===== config.mk =====
export PLATFORM = sky130hd
export DESIGN_NAME = two_player_countdown_clock_unit
export DESIGN_NICKNAME = d
export VERILOG_FILES = /design/src/rtl/tpcc_pkg.sv /design/src/rtl/tpcc_cfg.sv /design/src/rtl/tpcc_core.sv /design/src/rtl/two_player_countdown_clock_unit.sv
export SDC_FILE = /design/constraint.sdc
export NUM_CORES = 1
export LEC_CHECK = 0
export BUFFER_PORTS_ARGS = -buffer_cell sky130_fd_sc_hd__buf_4
export CORE_ASPECT_RATIO = 0.6
export CORE_MARGIN = 1
export CORE_UTILIZATION = 56
export CTS_CLUSTER_DIAMETER = 50
export DETAILED_ROUTE_END_ITERATION = 16
export PLACE_DENSITY = 0.81
export SKIP_CTS_REPAIR_TIMING = 1
export SLEW_MARGIN = 0
export SYNTH_ARGS = -nofsm -noshare
export SYNTH_HDL_FRONTEND = slang
export SYNTH_SLANG_ARGS = --single-unit

===== constraint.sdc =====
create_clock -name clk -period 7.6 [get_ports clk]
set_input_delay 1.14 -clock clk [delete_from_list [all_inputs] [get_ports clk]]
set_output_delay 1.14 -clock clk [all_outputs]
set_load 0.05 [all_outputs]

===== src/rtl/tpcc_pkg.sv =====
// ----------------------------------------------------------------------------
// tpcc_pkg: shared types and constants for the two-player countdown clock
// Holds phase and loser codes, register indexes, reset values and the
// struct types passed between the clock submodules.
// ----------------------------------------------------------------------------
`default_nettype none

package tpcc_pkg;

  localparam int unsigned KNOB_W  = 10;
  localparam int unsigned TIME_W  = 9;
  localparam int unsigned TICK_W  = 5;
  localparam int unsigned PHASE_W = 2;
  localparam int unsigned LOSER_W = 2;
  localparam int unsigned CFG_AW  = 3;
  localparam int unsigned CFG_DW  = 10;
  localparam int unsigned IN_DW   = 16;
  localparam int unsigned OUT_DW  = 32;

  // phase codes
  localparam logic [PHASE_W-1:0] PH_IDLE  = 2'd0;
  localparam logic [PHASE_W-1:0] PH_A_RUN = 2'd1;
  localparam logic [PHASE_W-1:0] PH_B_RUN = 2'd2;
  localparam logic [PHASE_W-1:0] PH_DONE  = 2'd3;

  // loser codes
  localparam logic [LOSER_W-1:0] LOSER_NONE = 2'd0;
  localparam logic [LOSER_W-1:0] LOSER_A    = 2'd1;
  localparam logic [LOSER_W-1:0] LOSER_B    = 2'd2;

  // register indexes
  localparam logic [CFG_AW-1:0] REG_LOW_THR  = 3'd0;
  localparam logic [CFG_AW-1:0] REG_HIGH_THR = 3'd1;
  localparam logic [CFG_AW-1:0] REG_SHORT    = 3'd2;
  localparam logic [CFG_AW-1:0] REG_MID      = 3'd3;
  localparam logic [CFG_AW-1:0] REG_LONG     = 3'd4;
  localparam logic [CFG_AW-1:0] REG_TPS      = 3'd5;

  // register reset values
  localparam logic [KNOB_W-1:0] RST_LOW_THR  = 10'd341;
  localparam logic [KNOB_W-1:0] RST_HIGH_THR = 10'd682;
  localparam logic [TIME_W-1:0] RST_SHORT    = 9'd60;
  localparam logic [TIME_W-1:0] RST_MID      = 9'd180;
  localparam logic [TIME_W-1:0] RST_LONG     = 9'd300;
  localparam logic [TICK_W-1:0] RST_TPS      = 5'd20;

  typedef struct packed {
    logic [KNOB_W-1:0] low_thr;
    logic [KNOB_W-1:0] high_thr;
    logic [TIME_W-1:0] preset_short;
    logic [TIME_W-1:0] preset_mid;
    logic [TIME_W-1:0] preset_long;
    logic [TICK_W-1:0] tps;
  } cfg_t;

  typedef struct packed {
    logic [KNOB_W-1:0] knob_value;
    logic              knob_valid;
    logic              button_a;
    logic              button_b;
  } item_t;

  typedef struct packed {
    logic [PHASE_W-1:0] phase;
    logic [TIME_W-1:0]  time_a;
    logic [TIME_W-1:0]  time_b;
    logic [LOSER_W-1:0] loser;
    logic [TIME_W-1:0]  chosen_preset;
  } result_t;

endpackage

`default_nettype wire


===== src/rtl/tpcc_cfg.sv =====
// ----------------------------------------------------------------------------
// tpcc_cfg: configuration register file
// Write-only registers for thresholds, presets and the tick period.
// ----------------------------------------------------------------------------
`default_nettype none

module tpcc_cfg
  import tpcc_pkg::*;
(
  input  wire logic              clk,
  input  wire logic              rst_n,
  input  wire logic              cfg_we,
  input  wire logic [CFG_AW-1:0] cfg_addr,
  input  wire logic [CFG_DW-1:0] cfg_wdata,
  output cfg_t                   cfg
);

  cfg_t cfg_r;

  always_ff @(posedge clk) begin
    if (!rst_n) begin
      cfg_r.low_thr      <= RST_LOW_THR;
      cfg_r.high_thr     <= RST_HIGH_THR;
      cfg_r.preset_short <= RST_SHORT;
      cfg_r.preset_mid   <= RST_MID;
      cfg_r.preset_long  <= RST_LONG;
      cfg_r.tps          <= RST_TPS;
    end else if (cfg_we) begin
      unique case (cfg_addr)
        REG_LOW_THR:  cfg_r.low_thr      <= cfg_wdata[KNOB_W-1:0];
        REG_HIGH_THR: cfg_r.high_thr     <= cfg_wdata[KNOB_W-1:0];
        REG_SHORT:    cfg_r.preset_short <= cfg_wdata[TIME_W-1:0];
        REG_MID:      cfg_r.preset_mid   <= cfg_wdata[TIME_W-1:0];
        REG_LONG:     cfg_r.preset_long  <= cfg_wdata[TIME_W-1:0];
        REG_TPS:      cfg_r.tps          <= cfg_wdata[TICK_W-1:0];
        default:      ;
      endcase
    end
  end

  assign cfg = cfg_r;

endmodule

`default_nettype wire


===== src/rtl/tpcc_core.sv =====
// ----------------------------------------------------------------------------
// tpcc_core: clock state and its single-pass update
// Holds phase, times, preset, tick counter, button history and loser.
// On step the state moves to its next value, which is also the result.
// ----------------------------------------------------------------------------
`default_nettype none

module tpcc_core
  import tpcc_pkg::*;
(
  input  wire logic  clk,
  input  wire logic  rst_n,
  input  wire cfg_t  cfg,
  input  wire item_t item,
  input  wire logic  step,
  output result_t    res
);

  logic [PHASE_W-1:0] phase_r, phase_nxt;
  logic [TIME_W-1:0]  time_a_r, time_a_nxt;
  logic [TIME_W-1:0]  time_b_r, time_b_nxt;
  logic [TIME_W-1:0]  preset_r, preset_nxt;
  logic [TICK_W-1:0]  tick_r, tick_nxt;
  logic [LOSER_W-1:0] loser_r, loser_nxt;
  logic               prev_a_r, prev_b_r;

  logic               edge_a, edge_b;
  logic [TIME_W-1:0]  pick;
  logic [TICK_W-1:0]  period, tick_inc;
  logic [TIME_W-1:0]  act_time, act_dec;
  logic               sec_due;

  assign edge_a = item.button_a & ~prev_a_r;
  assign edge_b = item.button_b & ~prev_b_r;

  // preset pick: mid range is tested first, also when thresholds cross
  always_comb begin
    if ((item.knob_value > cfg.low_thr) && (item.knob_value <= cfg.high_thr)) begin
      pick = cfg.preset_mid;
    end else if (item.knob_value > cfg.high_thr) begin
      pick = cfg.preset_long;
    end else begin
      pick = cfg.preset_short;
    end
  end

  assign period   = (cfg.tps == '0) ? TICK_W'(1) : cfg.tps;
  assign tick_inc = tick_r + TICK_W'(1);
  assign sec_due  = (tick_inc >= period);
  assign act_time = (phase_r == PH_A_RUN) ? time_a_r : time_b_r;
  assign act_dec  = (act_time != '0) ? act_time - TIME_W'(1) : act_time;

  always_comb begin
    phase_nxt  = phase_r;
    time_a_nxt = time_a_r;
    time_b_nxt = time_b_r;
    preset_nxt = preset_r;
    tick_nxt   = tick_r;
    loser_nxt  = loser_r;
    unique case (phase_r)
      PH_IDLE: begin
        if (item.knob_valid && (pick != preset_r)) begin
          preset_nxt = pick;
          time_a_nxt = pick;
          time_b_nxt = pick;
        end
        if (preset_nxt != '0) begin
          if (edge_a) begin
            phase_nxt = PH_B_RUN;
            tick_nxt  = '0;
          end else if (edge_b) begin
            phase_nxt = PH_A_RUN;
            tick_nxt  = '0;
          end
        end
      end
      PH_A_RUN, PH_B_RUN: begin
        if ((phase_r == PH_A_RUN) ? edge_a : edge_b) begin
          phase_nxt = (phase_r == PH_A_RUN) ? PH_B_RUN : PH_A_RUN;
          tick_nxt  = '0;
        end else if (!sec_due) begin
          tick_nxt = tick_inc;
        end else begin
          tick_nxt = '0;
          if (phase_r == PH_A_RUN) time_a_nxt = act_dec;
          else                     time_b_nxt = act_dec;
          if (act_dec == '0) begin
            loser_nxt = (phase_r == PH_A_RUN) ? LOSER_A : LOSER_B;
            phase_nxt = PH_DONE;
          end
        end
      end
      PH_DONE: begin
        if (edge_a || edge_b) begin
          phase_nxt  = PH_IDLE;
          preset_nxt = '0;
          loser_nxt  = LOSER_NONE;
        end
      end
      default: ;
    endcase
  end

  always_ff @(posedge clk) begin
    if (!rst_n) begin
      phase_r  <= PH_IDLE;
      time_a_r <= '0;
      time_b_r <= '0;
      preset_r <= '0;
      tick_r   <= '0;
      loser_r  <= LOSER_NONE;
      prev_a_r <= 1'b1;
      prev_b_r <= 1'b1;
    end else if (step) begin
      phase_r  <= phase_nxt;
      time_a_r <= time_a_nxt;
      time_b_r <= time_b_nxt;
      preset_r <= preset_nxt;
      tick_r   <= tick_nxt;
      loser_r  <= loser_nxt;
      prev_a_r <= item.button_a;
      prev_b_r <= item.button_b;
    end
  end

  assign res.phase         = phase_nxt;
  assign res.time_a        = time_a_nxt;
  assign res.time_b        = time_b_nxt;
  assign res.loser         = loser_nxt;
  assign res.chosen_preset = preset_nxt;

endmodule

`default_nettype wire


===== src/rtl/two_player_countdown_clock_unit.sv =====
// ----------------------------------------------------------------------------
// two_player_countdown_clock_unit: two-player countdown (chess) clock
// Each input transfer is one sample tick: knob reading plus button levels.
// Each tick yields exactly one result transfer showing the updated clock.
//
// Usage:
//  - in_*  : one transfer per sample tick. tdata = knob value and the two
//            button levels, tuser = knob reading valid flag.
//  - out_* : one transfer per accepted tick with phase, both times, loser
//            and the loaded preset, as they stand after that tick.
//  - cfg_* : write-only registers (thresholds, presets, ticks per second);
//            write them only while no tick is in flight.
// Path: a tick passes the input register, then the result register; the
//   result register loads only once it is free or draining, so out_tvalid
//   can be held back while out_tready is low.
// Throughput: one tick per cycle unless out_tready stalls; the state update
//   is a single short pass from the input register to the result register.
// Reset: rst_n low clears the clock to idle with no preset, both times 0,
//   loser none and button history high; registers take their default values.
// Stall: when out_tready is low a full result register holds; an empty input
//   register still takes one more tick, after which in_tready drops.
// ----------------------------------------------------------------------------
`default_nettype none

module two_player_countdown_clock_unit
  import tpcc_pkg::*;
(
  input  wire logic              clk,
  input  wire logic              rst_n,
  // input channel
  input  wire logic              in_tvalid,
  output logic                   in_tready,
  // [9:0] knob_value, [10] button_a, [11] button_b, [15:12] zero
  input  wire logic [IN_DW-1:0]  in_tdata,
  // [0] knob_valid
  input  wire logic              in_tuser,
  // result channel
  output logic                   out_tvalid,
  input  wire logic              out_tready,
  // [1:0] phase, [10:2] time_a, [19:11] time_b, [21:20] loser,
  // [30:22] chosen_preset, [31] zero
  output logic [OUT_DW-1:0]      out_tdata,
  // configuration write port
  input  wire logic              cfg_we,
  input  wire logic [CFG_AW-1:0] cfg_addr,
  input  wire logic [CFG_DW-1:0] cfg_wdata
);

  cfg_t    cfg;
  item_t   item_r;
  logic    item_vld_r;
  logic    step;
  result_t res;
  result_t res_r;
  logic    res_vld_r;

  tpcc_cfg u_cfg (
    .clk       (clk),
    .rst_n     (rst_n),
    .cfg_we    (cfg_we),
    .cfg_addr  (cfg_addr),
    .cfg_wdata (cfg_wdata),
    .cfg       (cfg)
  );

  // the held tick moves on whenever the result register is free or draining
  assign step      = item_vld_r && (!res_vld_r || out_tready);
  assign in_tready = !item_vld_r || step;

  // input register
  always_ff @(posedge clk) begin
    if (!rst_n) begin
      item_vld_r <= 1'b0;
    end else if (in_tready) begin
      item_vld_r <= in_tvalid;
    end
  end

  always_ff @(posedge clk) begin
    if (in_tready && in_tvalid) begin
      item_r.knob_value <= in_tdata[KNOB_W-1:0];
      item_r.button_a   <= in_tdata[KNOB_W];
      item_r.button_b   <= in_tdata[KNOB_W+1];
      item_r.knob_valid <= in_tuser;
    end
  end

  tpcc_core u_core (
    .clk   (clk),
    .rst_n (rst_n),
    .cfg   (cfg),
    .item  (item_r),
    .step  (step),
    .res   (res)
  );

  // result register
  always_ff @(posedge clk) begin
    if (!rst_n) begin
      res_vld_r <= 1'b0;
    end else if (step) begin
      res_vld_r <= 1'b1;
    end else if (out_tready) begin
      res_vld_r <= 1'b0;
    end
  end

  always_ff @(posedge clk) begin
    if (step) begin
      res_r <= res;
    end
  end

  assign out_tvalid = res_vld_r;
  assign out_tdata  = {1'b0, res_r.chosen_preset, res_r.loser,
                       res_r.time_b, res_r.time_a, res_r.phase};

  // a finished game always names a loser, any other phase names none
  a_done_loser: assert property (@(posedge clk) disable iff (!rst_n)
    (res_vld_r && res_r.phase == PH_DONE) |-> (res_r.loser == LOSER_A ||
                                               res_r.loser == LOSER_B))
    else $error("finished phase without a loser");

  a_live_no_loser: assert property (@(posedge clk) disable iff (!rst_n)
    (res_vld_r && res_r.phase != PH_DONE) |-> (res_r.loser == LOSER_NONE))
    else $error("loser reported outside finished phase");

  // a running clock always has a preset loaded
  a_run_preset: assert property (@(posedge clk) disable iff (!rst_n)
    (res_vld_r && (res_r.phase == PH_A_RUN || res_r.phase == PH_B_RUN))
      |-> (res_r.chosen_preset != '0))
    else $error("clock running with no preset");

  // a held tick is not dropped while the result side stalls
  a_item_held: assert property (@(posedge clk) disable iff (!rst_n)
    (item_vld_r && !step) |=> item_vld_r)
    else $error("input register lost a tick");

endmodule

`default_nettype wire


# Word level (Yosys, flattened, before mapping)
# Cells that the tools add are included.
[word_totals]
out_inout_bits = 34
regBits = 136
word_cells = 114
input_bits = 35
[op_classes]
order_cmp = 4
n_addsub = 2
bitwise = 4
n_eq_ne = 11
n_reduce_logical = 25
mux = 43
[op_table]
columns = ["op", "n"]
rows = [
  ["$mux W9", 15],
  ["$pmux W9 S2", 3],
  ["$mux W5", 6],
  ["$mux W2", 13],
  ["$gt A10 B10 Y1", 2],
  ["$reduce_bool A9 Y1", 2],
  ["$reduce_and A2 Y1", 6],
  ["$le A10 B10 Y1", 1],
  ["$pmux W5 S2", 1],
  ["$logic_not A9 Y1", 1],
  ["$ne A9 B9 Y1", 1],
  ["$sub A9 B1 Y9 const B", 1],
  ["$eq A3 B2 Y1 const B", 2],
  ["$eq A3 B3 Y1 const B", 2],
  ["$pmux W2 S3", 1],
  ["$add A5 B1 Y5 const B", 1],
  ["$ge A5 B5 Y1", 1],
  ["$logic_not A5 Y1", 1],
  ["$eq A2 B2 Y1 const B", 2],
  ["$logic_and A1 B1 Y1", 4],
  ["$pmux W2 S2", 1],
  ["$reduce_and A4 Y1", 1],
  ["$reduce_bool A2 Y1", 2],
  ["$eq A3 B1 Y1 const B", 1],
  ["other kinds (11)", 18],
]

# Longest topological paths before layout
# Gate-level depths: netlist (run 1).
[logic_depth]
depth_word = 10
mapped_depth = 17
depth_no_buf = 14

# Modules after synthesis
# From an unflattened synthesis (run 1), not the netlist that was laid out.
[hier_totals]
hier_cells = 780
area_unflattened_um2 = 7424.6
[by_module_without_submodules]
columns = ["mod", "area_each_um2", "seq_area_each_um2", "cells_per_inst", "n_inst"]
rows = [
  ["tpcc_core", 3873.7, 760.7, 522, 1],
  ["tpcc_cfg", 2114.5, 1041.0, 203, 1],
  ["two_player_countdown_clock_unit", 1436.4, 1361.3, 55, 1],
]

# Worst setup path before layout (run 1)
# Ideal clock, no wire load.
[synth_timing]
kind = "register to register"
startpoint = "register u_core.phase_r[1]"
endpoint = "register u_core.loser_r[0]"
required_ns = 7.541
period_less_slack_ns = 3.856
stages_incl_launch_ff = 18
setup_ns = 0.059
t_arrival_ns = 3.797
path_buffers = 3
setup_slack_ns = 3.744
cell_sequence = "dfxtp_1 inv_1 ha_1 buf_2 buf_4 clkbuf_1 mux2i_1 ha_1 o21a_1 a311o_1 xnor2_1 or2_1 or4_1 or3b_1 nor3b_1 a21oi_1 o22ai_1 o211a_1"
[synth_lines]
columns = ["item", "line_no", "text"]
rows = [
  ["from (decl)", "tpcc_core.sv:19", "logic [PHASE_W-1:0] phase_r, phase_nxt;"],
  ["from (signal assigned)", "tpcc_core.sv:115", "phase_r <= phase_nxt;"],
  ["to (signal assigned)", "tpcc_core.sv:120", "loser_r <= loser_nxt;"],
  ["to (decl)", "tpcc_core.sv:24", "logic [LOSER_W-1:0] loser_r, loser_nxt;"],
]

==> results.py, run 1 <==
metrics = {
    "logic_synthesis": {
        "synth_cells": 837,
        "yosys_most_used_dff": "dfxtp_1",
        "synthArstFlopShare_pct": 0,
        "ys_ff_latch": 136,
        "synthDistinctLibCells": 75,
        "ys.warnings.count": 0,
        "synth_fp_nets": 902,
        "synth-edff-count": 44,
        "ys_seq_area_share_pct": 42.3,
        "syn_area_um2": 7480,
        "postSynthAreaPerCell_um2": 8.94,
    },
    "status": {
        "outcome": "complete, no violations",
    },
    "final_layout": {
        "nets": 949,
        "final_common_cell": "nand2_1",
        "diodes": 0,
        "area_growth_pct": 14.6,
        "drive_gt1_share_pct": 14.9,
        "instances_no_fill": 1067,
        "final_cell_mix": "159 x nand2_1, 92 x dfxtp_1, 68 x buf_4",
    },
    "worst_setup_path": {
        "path_class": "flop to flop",
        "cp.required_ns": 7.73,
        "critPathBufInv": 0,
        "r2r_cells": 11,
        "ff2ff_setup_slack_ns": 2.65,
        "worstReg2RegEnd": "out_tdata[30]",
        "cp_slowest_cell": "nor3_2",
        "crit_fanout": 16,
        "max_stage_delay_ns": 0.85,
        "arrival_ns": 5.07,
        "critical_path.cell_chain": "ha_1 > nand4_1 > nor3_2 > a22oi_1 > a31oi_1 > xnor2_1 > nand4b_1 > o31ai_2 > nor2_2 > nand2_1 > o21ai_0",
        "start_kind": "flop",
        "crit_path_end_kind": "flop",
        "critPathTopFamily": "simple AND/OR/NAND/NOR gates",
        "rr_startpoint": "item_r[12]",
    },
    "sta": {
        "hold_viol_final": 0,
        "tightest_slew_ns": 0.955,
        "relSlewSlack_pct": 36.0,
        "finalCriticalPeriod_ns": 4.95,
        "drv_slew": 0,
        "fin_tns_setup_ns": 0,
        "setup_viol_count_final": 0,
        "timing.final.crit_share_pct": 65.1,
        "max_freq_mhz": 202,
        "fin_skew_ns": 0.0154,
        "rsz0062_at_grt": "no",
        "fin_ws_ns": 2.65,
    },
    "route": {
        "wl_per_cell_um": 18.6,
        "via_per_inst": 6.19,
        "dr.first_iter.drc_count": 776,
        "drc": 0,
        "drt-pass1-iter-count": 6,
        "finalWirelength_mm": 19.8,
        "ant_nets": 0,
        "num_vias": 6608,
    },
    "floorplanning": {
        "io_pins": 69,
        "rows": 32,
        "die-area_um2": 13800,
        "die_h_um": 91.5,
        "start_util_pct": 57.8,
        "die_width_um": 151,
        "core_um2": 12900,
    },
    "grt": {
        "antenna_found_initial": 1,
        "grt_max_degree": 81,
        "grt_pass1_wl_mm": 31.8,
        "grt_usage_pct": 30.2,
        "grt_pass1_vias": 5876,
        "grt_overflow": 0,
    },
    "worst_hold_path": {
        "min_to": "u_cfg.cfg[17]",
        "hold_depth": 2,
        "hp-class": "flop to flop",
        "hp-start": "u_cfg.cfg[17]",
    },
    "clock_tree": {
        "cts_buffer_depth": 2,
        "clock_latency_ns": 0.44,
        "clock_sinks": 136,
        "cts_made_buffers": 17,
        "clk_pin_slew_ns": 0.07,
        "root_buffer": "clkbuf_16",
        "cts_tree": "yes",
        "h-tree-depth": 4,
    },
    "place": {
        "dp_hpwl_mm": 13.6,
        "dpl_worst_slack_ns": 2.95,
        "place_congestion": 0.927,
        "portBuffers": 63,
        "dp_cells": 1035,
    },
    "flow_run": {
        "drv_cap": 0,
    },
    "pwr": {
        "ir_worst_vdd_uv": 127,
        "p_leak_nw": 3.32,
        "p_per_area_nw_per_um2": 229,
    },
}
cells by family after synthesis:
logic type	share of synthesized area, %
xor+xnor	1.64
compound gates	21.0
simple gates	20.7
mux	4.73
flops	42.3
fa+ha+maj	5.02
other cells	0.0501
buf+inv	4.63
sequential cells by signal, summed over array words and instances (netlist names):
register         cells
u_cfg.cfg           52
out_tdata           31
item_r              13
u_core.preset_r      9
u_core.time_a_r      9
u_core.time_b_r      9
u_core.tick_r        5
u_core.loser_r       2
u_core.phase_r       2
item_vld_r           1
out_tvalid           1
u_core.prev_a_r      1
u_core.prev_b_r      1
synth_stat cells, types with 15 or more instances:
cell         n  area (µm²)
a21boi_0    25         188
a21oi_1     27         135
clkbuf_1    24        90.1
dfxtp_1     92        1840
edfxtp_1    44        1320
ha_1        30         375
inv_1       41         154
mux2i_1     23         230
nand2_1    159         597
nand3_1     24         120
nor2_1      39         146
nor2b_1     19         119
nor3_1      20         100
o211ai_1    15         113
o21ai_0     32         160
o2bb2ai_1   16         140
worst max path at each step:
| stage | slack, ns | to | startpoint | cells past startpoint |
|---|---|---|---|---|
| 2_1_floorplan | 3.74 | u_core.loser_r[0] | u_core.phase_r[1] | 17 |
| 3_5_place_dp | 2.95 | out_tdata[30] | item_r[12] | 11 |
| 6_report | 2.65 | out_tdata[30] | item_r[12] | 11 |
| 5_1_grt | 2.45 | out_tdata[30] | item_r[11] | 11 |
| 3_3_place_gp | 2.93 | out_tdata[30] | item_r[12] | 11 |
| 4_1_cts | 2.91 | out_tdata[30] | item_r[11] | 11 |
report_power, final:
group          total [W]  internal (W)  switching, W  leakage [nW]
sequential      0.000808      0.000787     0.0000207          1.17
combinational   0.000363      0.000122      0.000241          1.88
clock           0.000790      0.000430      0.000360         0.271
total            0.00196       0.00134      0.000622          3.32
worst reg2reg max path: stages (launching register included):
cell      delay [ns]
edfxtp_1        0.42
ha_1            0.33
nand4_1         0.24
nor3_2          0.85
a22oi_1         0.21
a31oi_1         0.58
xnor2_1         0.20
nand4b_1        0.30
o31ai_2         0.59
nor2_2          0.28
nand2_1         0.41
o21ai_0         0.23
metal layers:
| layer | share of wire (%) | track usage, % | up-vias |
|---|---|---|---|
| li1 | - | - | 3115 |
| met1 | 47 | 46.7 | 3079 |
| met2 | 40 | 39.6 | 376 |
| met3 | 11 | 8.64 | 36 |
| met4 | 1.5 | 8.17 | 2 |
| met5 | 0.066 | 0 | - |
final cells by class:
| class | instances | area (µm²) |
|---|---|---|
| clock inverter | 15 | 133 |
| sequential | 136 | 3160 |
| multi-input combinational | 619 | 3970 |
| fill | 1098 | 4360 |
| inverter | 42 | 158 |
| clock buffer | 17 | 425 |
| timing repair buffer | 68 | 510 |
| tap | 170 | 213 |
metrics by stage:
step	utilization [%]	power, W	instance area [µm²]	hold slack [ns]
6_report	66.3	0.00196	8570	0.463
5_1_grt	66.3	0.00202	8570	0.487
4_1_cts	66.3	0.00195	8570	0.466
3_5_place_dp	62.0	0.00117	8020	0.458
3_3_place_gp	62.0	0.00116	8020	0.451
2_1_floorplan	-	0.00107	7480	0.433
Note: power is estimated with default switching activity, not from simulation.
==> inputs of run 2 (changes only) <==
--- a/config.mk
+++ b/config.mk
@@ -8,7 +8,7 @@
 export BUFFER_PORTS_ARGS = -buffer_cell sky130_fd_sc_hd__buf_4
 export CORE_ASPECT_RATIO = 0.6
 export CORE_MARGIN = 1
-export CORE_UTILIZATION = 56
+export CORE_UTILIZATION = 54
 export CTS_CLUSTER_DIAMETER = 50
 export DETAILED_ROUTE_END_ITERATION = 16
 export PLACE_DENSITY = 0.81
==> constraint.sdc (replaced) <==
create_clock -name clk -period 4.1 [get_ports clk]
set_input_delay 0.615 -clock clk [delete_from_list [all_inputs] [get_ports clk]]
set_output_delay 0.615 -clock clk [all_outputs]
set_load 0.05 [all_outputs]
==> results.py, run 2 (same netlist as run 1, synthesis figures left out) <==
metrics = {
    "sta": {
        "finalCriticalPeriod_ns": 4.00,
        "hold_viol_final": 0,
        "max_freq_mhz": 250,
        "drv_slew": 0,
        "tightest_slew_ns": 0.878,
        "fin_skew_ns": 0.0102,
        "relSlewSlack_pct": 41.5,
        "setup_viol_count_final": 0,
        "timing.final.crit_share_pct": 97.5,
        "fin_ws_ns": 0.103,
    },
    "floorplanning": {
        "die_width_um": 154,
        "rows": 32,
        "start_util_pct": 56.8,
        "io_pins": 69,
        "core_um2": 13200,
        "die-area_um2": 14300,
        "die_h_um": 93.2,
    },
    "worst_setup_path": {
        "cp.required_ns": 4.27,
        "crit_path_end_kind": "flop",
        "start_kind": "flop",
        "path_class": "flop to flop",
        "path_common_cell": "buf_4",
        "crit_start": "item_r[8]",
        "rr_startpoint": "item_r[8]",
        "max_stage_delay_ns": 0.47,
        "critical_path.cell_chain": "ha_1 > nand4_1 > o21bai_1 > a21o_1 > buf_4 > a211oi_1 > a211oi_1 > or3_1 > o211ai_1 > buf_4 > o31ai_4 > buf_4 > a2111o_1 > o211ai_1 > nand2_1",
        "crit_fanout": 9,
        "cp_slowest_cell": "a2111o_1",
        "arrival_ns": 4.16,
    },
    "status": {
        "outcome": "complete, no violations",
    },
    "route": {
        "drc": 0,
        "top_layer": "met4",
        "num_vias": 6829,
        "ant_nets": 0,
        "drt-pass1-iter-count": 6,
        "via_per_inst": 6.20,
        "wl_per_cell_um": 18.7,
        "wl_met3_mm": 2.26,
        "wl_met2_mm": 8.38,
        "drt-met1-wl_mm": 9.66,
        "finalWirelength_mm": 20.6,
        "dr.first_iter.drc_count": 877,
    },
    "grt": {
        "grt_usage_pct": 29.5,
        "grt_overflow": 0,
        "grt_pass1_wl_mm": 32.5,
        "grt_max_degree": 58,
        "antenna_found_initial": 0,
        "grt_pass1_vias": 6036,
    },
    "clock_tree": {
        "cts_tree": "yes",
        "h-tree-depth": 4,
        "cts_made_buffers": 17,
        "clock_latency_ns": 0.43,
        "root_buffer": "clkbuf_16",
        "clock_sinks": 136,
        "clk_pin_slew_ns": 0.07,
        "cts_buffer_depth": 2,
    },
    "worst_hold_path": {
        "hp-class": "primary input to flop",
        "hp-start": "in_tdata[6]",
    },
    "final_layout": {
        "nets": 983,
        "final_common_cell": "nand2_1",
        "drive_gt1_share_pct": 19.7,
        "final_cell_mix": "159 x nand2_1, 100 x buf_4, 91 x dfxtp_1",
        "largest_reg_flops": 52,
        "diodes": 0,
        "area_growth_pct": 20.1,
    },
    "pwr": {
        "p_leak_nw": 3.53,
        "ir_worst_vdd_uv": 356,
        "finalPower_w": 0.00375,
        "p_per_area_nw_per_um2": 418,
    },
    "place": {
        "place_congestion": 0.974,
        "dpl_worst_slack_ns": 0.0412,
        "dp_hpwl_mm": 14.3,
        "portBuffers": 63,
    },
    "flow_run": {
        "drv_cap": 0,
    },
}
==> run 2: cell types whose count changed in the layout (fill, tap and decap cells not counted), moves of 2 or more <==
| cell | change |
|---|---|
| buf_4 | +32 |
| inv_6 | -4 |
| a31oi_1 | -3 |
| a31oi_2 | +3 |
| inv_8 | -3 |
| buf_12 | +2 |
| bufinv_16 | +2 |
| clkinv_1 | +2 |
| clkinvlp_4 | +2 |
| o21ai_0 | -2 |
| o21ai_2 | +2 |
==> run 2: final cells by class <==
cell class                 instances  area, µm²
timing repair buffer             102        791
sequential                       136       3160
clock buffer                      17        425
multi-input combinational        619       4080
clock inverter                    15        151
inverter                          42        158
fill                            1026       4190
tap                              170        213
==> run 2: worst paths after layout <==
path	end	slack, ns	cells after the start
hold reg to reg	u_cfg.cfg[17]	0.46	2
setup reg to reg	out_tdata[0]	0.10	15
setup / recovery	out_tdata[0]	0.10	15
hold / removal	item_r[9]	0.36	1
==> run 2: worst max-delay path, delay by kind of cell (launching register included) <==
family / cells / cell delay [ns]
flip-flops: 1 / 0.41
adder cells (fa/ha/maj): 1 / 0.37
AND/OR/NAND/NOR: 3 / 0.60
AO/OA/AOI/OAI: 8 / 1.80
buffers and inverters: 3 / 0.54
==> run 2: power by group <==
part           internal, W  total (W)  leakage, nW  switching [W]
logic             0.000278   0.000743         2.08       0.000465
registers          0.00146    0.00150         1.17      0.0000393
clock network     0.000893    0.00151        0.271       0.000618
total              0.00263    0.00375         3.53        0.00112
==> run 2: per-stage QoR <==
step / cell area [µm²] / TNS (ns) / util (%) / cells / hold slack (ns)
floorplan: 7480 / 0 / - / 837 / 0.433
global placement: 8220 / 0 / 62.4 / 1061 / 0.448
detailed placement: 8220 / 0 / 62.4 / 1061 / 0.456
CTS: 8800 / -0.0108 / 66.8 / 1093 / 0.358
global route: 8990 / -0.0268 / 68.2 / 1101 / 0.347
finish: 8990 / 0 / 68.2 / 1101 / 0.361
==> run 2: routing by layer <==
layer  global-route usage, %  up-vias
met3                    6.72       38
met2                    40.4      381
met4                    8.42        0
met5                       0        -
li1                        -     3187
met1                    45.2     3223
==> inputs of run 3 (changes only) <==
--- a/config.mk
+++ b/config.mk
@@ -5,7 +5,7 @@
 export SDC_FILE = /design/constraint.sdc
 export NUM_CORES = 1
 export LEC_CHECK = 0
-export BUFFER_PORTS_ARGS = -buffer_cell sky130_fd_sc_hd__buf_4
+export BUFFER_PORTS_ARGS = -buffer_cell sky130_fd_sc_hd__buf_2
 export CORE_ASPECT_RATIO = 0.6
 export CORE_MARGIN = 1
 export CORE_UTILIZATION = 54
==> results.py, run 3 (same netlist as run 1, synthesis figures left out) <==
metrics = {
    "final_layout": {
        "instances_no_fill": 1108,
        "final_cell_mix": "159 x nand2_1, 92 x dfxtp_1, 63 x buf_2",
        "drive_gt1_share_pct": 19.8,
        "nets": 990,
        "diodes": 0,
        "stdcell_area_um2": 8930,
        "largest_reg_flops": 52,
        "fillers": 981,
        "area_growth_pct": 19.4,
        "final_common_cell": "nand2_1",
        "final_util_pct": 67.8,
    },
    "route": {
        "drc": 0,
        "finalWirelength_mm": 20.5,
        "drt-pass1-iter-count": 6,
        "ant_nets": 0,
        "via_per_inst": 6.12,
        "dr.first_iter.drc_count": 893,
        "num_vias": 6781,
        "wl_per_cell_um": 18.5,
    },
    "sta": {
        "finalCriticalPeriod_ns": 4.02,
        "drv_slew": 0,
        "hold_viol_final": 0,
        "timing.final.crit_share_pct": 98.0,
        "tightest_slew_ns": 0.849,
        "relSlewSlack_pct": 43.4,
        "setup_viol_count_final": 0,
        "fin_skew_ns": 0.00743,
        "max_freq_mhz": 249,
    },
    "pwr": {
        "ir_worst_vdd_uv": 380,
        "p_sw_w": 0.00112,
        "finalPower_w": 0.00387,
        "power_frac_seq_pct": 38.7,
        "intPower_w": 0.00275,
        "power.share.clock_pct": 42.2,
        "p_per_area_nw_per_um2": 434,
        "p_leak_nw": 3.54,
        "swShare_pct": 28.9,
        "combinationalPowerShare_pct": 19.1,
    },
    "floorplanning": {
        "start_util_pct": 56.8,
        "rows": 32,
        "die-area_um2": 14300,
        "die_width_um": 154,
        "io_pins": 69,
        "die_h_um": 93.2,
        "core_um2": 13200,
    },
    "clock_tree": {
        "clk_pin_slew_ns": 0.06,
        "root_buffer": "clkbuf_16",
        "cts_tree": "yes",
        "clock_sinks": 136,
        "cts_buffer_depth": 2,
        "clock_latency_ns": 0.42,
        "h-tree-depth": 4,
        "cts_made_buffers": 17,
    },
    "place": {
        "place_congestion": 0.960,
        "dp_hpwl_mm": 14.4,
        "dp_cells": 1067,
        "portBuffers": 63,
        "place_area_um2": 8120,
    },
    "worst_setup_path": {
        "critPathTopFamily": "compound AO/OA/AOI/OAI gates",
        "path_common_cell": "o211ai_1",
        "cp_slowest_cell": "o211ai_1",
        "crit_fanout": 5,
        "max_stage_delay_ns": 0.48,
        "critPathBufInv": 2,
        "arrival_ns": 4.18,
        "crit_path_end_kind": "flop",
        "critical_path.cell_chain": "buf_4 > ha_1 > nand4_1 > a21o_4 > a21o_1 > a221o_1 > and3_1 > o211ai_1 > o31ai_4 > buf_6 > a2111o_1 > o211ai_1 > nand2_1",
        "start_kind": "flop",
        "cp.required_ns": 4.26,
        "ff2ff_setup_slack_ns": 0.08,
        "path_class": "flop to flop",
    },
    "grt": {
        "grt_overflow": 0,
        "grt_pass1_wl_mm": 32.4,
        "grt_max_degree": 47,
        "grt_pass1_vias": 6131,
        "antenna_found_initial": 0,
        "grt_usage_pct": 29.4,
    },
    "worst_hold_path": {
        "hp-class": "primary input to flop",
    },
    "status": {
        "outcome": "complete, no violations",
    },
    "flow_run": {
        "drv_cap": 0,
    },
}
run 3: changes by cell type in the layout (fill, tap and decap cells not counted), moves of 2 or more:
cell	delta
buf_2	+63
buf_4	-57
clkinvlp_4	-3
a31oi_1	+2
a31oi_2	-2
bufinv_16	+2
clkinv_2	-2
o21ai_0	+2
o21ai_2	-2
run 3: final timing paths:
check / startpoint / endpoint / cells after the start
max: item_r[9] / out_tdata[0] / 13
min: in_tdata[7] / item_r[10] / 1
max reg2reg: item_r[9] / out_tdata[0] / 13
min reg2reg: u_cfg.cfg[20] / u_cfg.cfg[20] / 2
run 3: cell type report:
| class | instances | area, µm² | area share (%) |
|---|---|---|---|
| flip-flops and latches | 136 | 3160 | 35.4 |
| repair buffers | 109 | 689 | 7.72 |
| multi-input cells | 619 | 4080 | 45.7 |
| inverters | 42 | 158 | 1.77 |
| clock buffers | 18 | 429 | 4.81 |
| well taps | 170 | 213 | 2.38 |
| clock inverters | 14 | 196 | 2.20 |
run 3: layer usage:
layer  global-route usage, %  wire length, µm  part of all wire (%)  up-vias
met4                    9.33              316                   1.5        0
met1                    43.9             9480                    46     3161
met3                    7.37             2380                    12       35
met5                       0                0                     0        -
li1                        -                -                     -     3187
met2                    40.8             8280                    40      398
run 3: stage by stage:
| stage | setup TNS [ns] | setup slack (ns) | hold slack (ns) |
|---|---|---|---|
| after floorplan | 0 | 0.244 | 0.433 |
| after global placement | 0 | 0.111 | 0.446 |
| after detailed placement | 0 | 0.0421 | 0.455 |
| after CTS | -0.801 | -0.0671 | 0.361 |
| after global routing | -0.419 | -0.0719 | 0.357 |
| final | 0 | 0.0820 | 0.370 |
run 3: power by group through the flow:
| stage | registers [W] | logic (W) | clock network, W |
|---|---|---|---|
| after floorplan | 0.00159 | 0.000402 | 0 |
| after detailed placement | 0.00152 | 0.000682 | 0 |
| after global routing | 0.00150 | 0.000790 | 0.00170 |
| final | 0.00150 | 0.000739 | 0.00164 |
| after global placement | 0.00152 | 0.000664 | 0 |
| after CTS | 0.00150 | 0.000689 | 0.00164 |
run 3: worst register-to-register path, cell delays in order (launching register included):
cell and delay, ns:
edfxtp_1 0.39, buf_4 0.15, ha_1 0.31, nand4_1 0.28
a21o_4 0.32, a21o_1 0.22, a221o_1 0.40, and3_1 0.19
o211ai_1 0.48, o31ai_4 0.13, buf_6 0.16, a2111o_1 0.47
o211ai_1 0.18, nand2_1 0.10
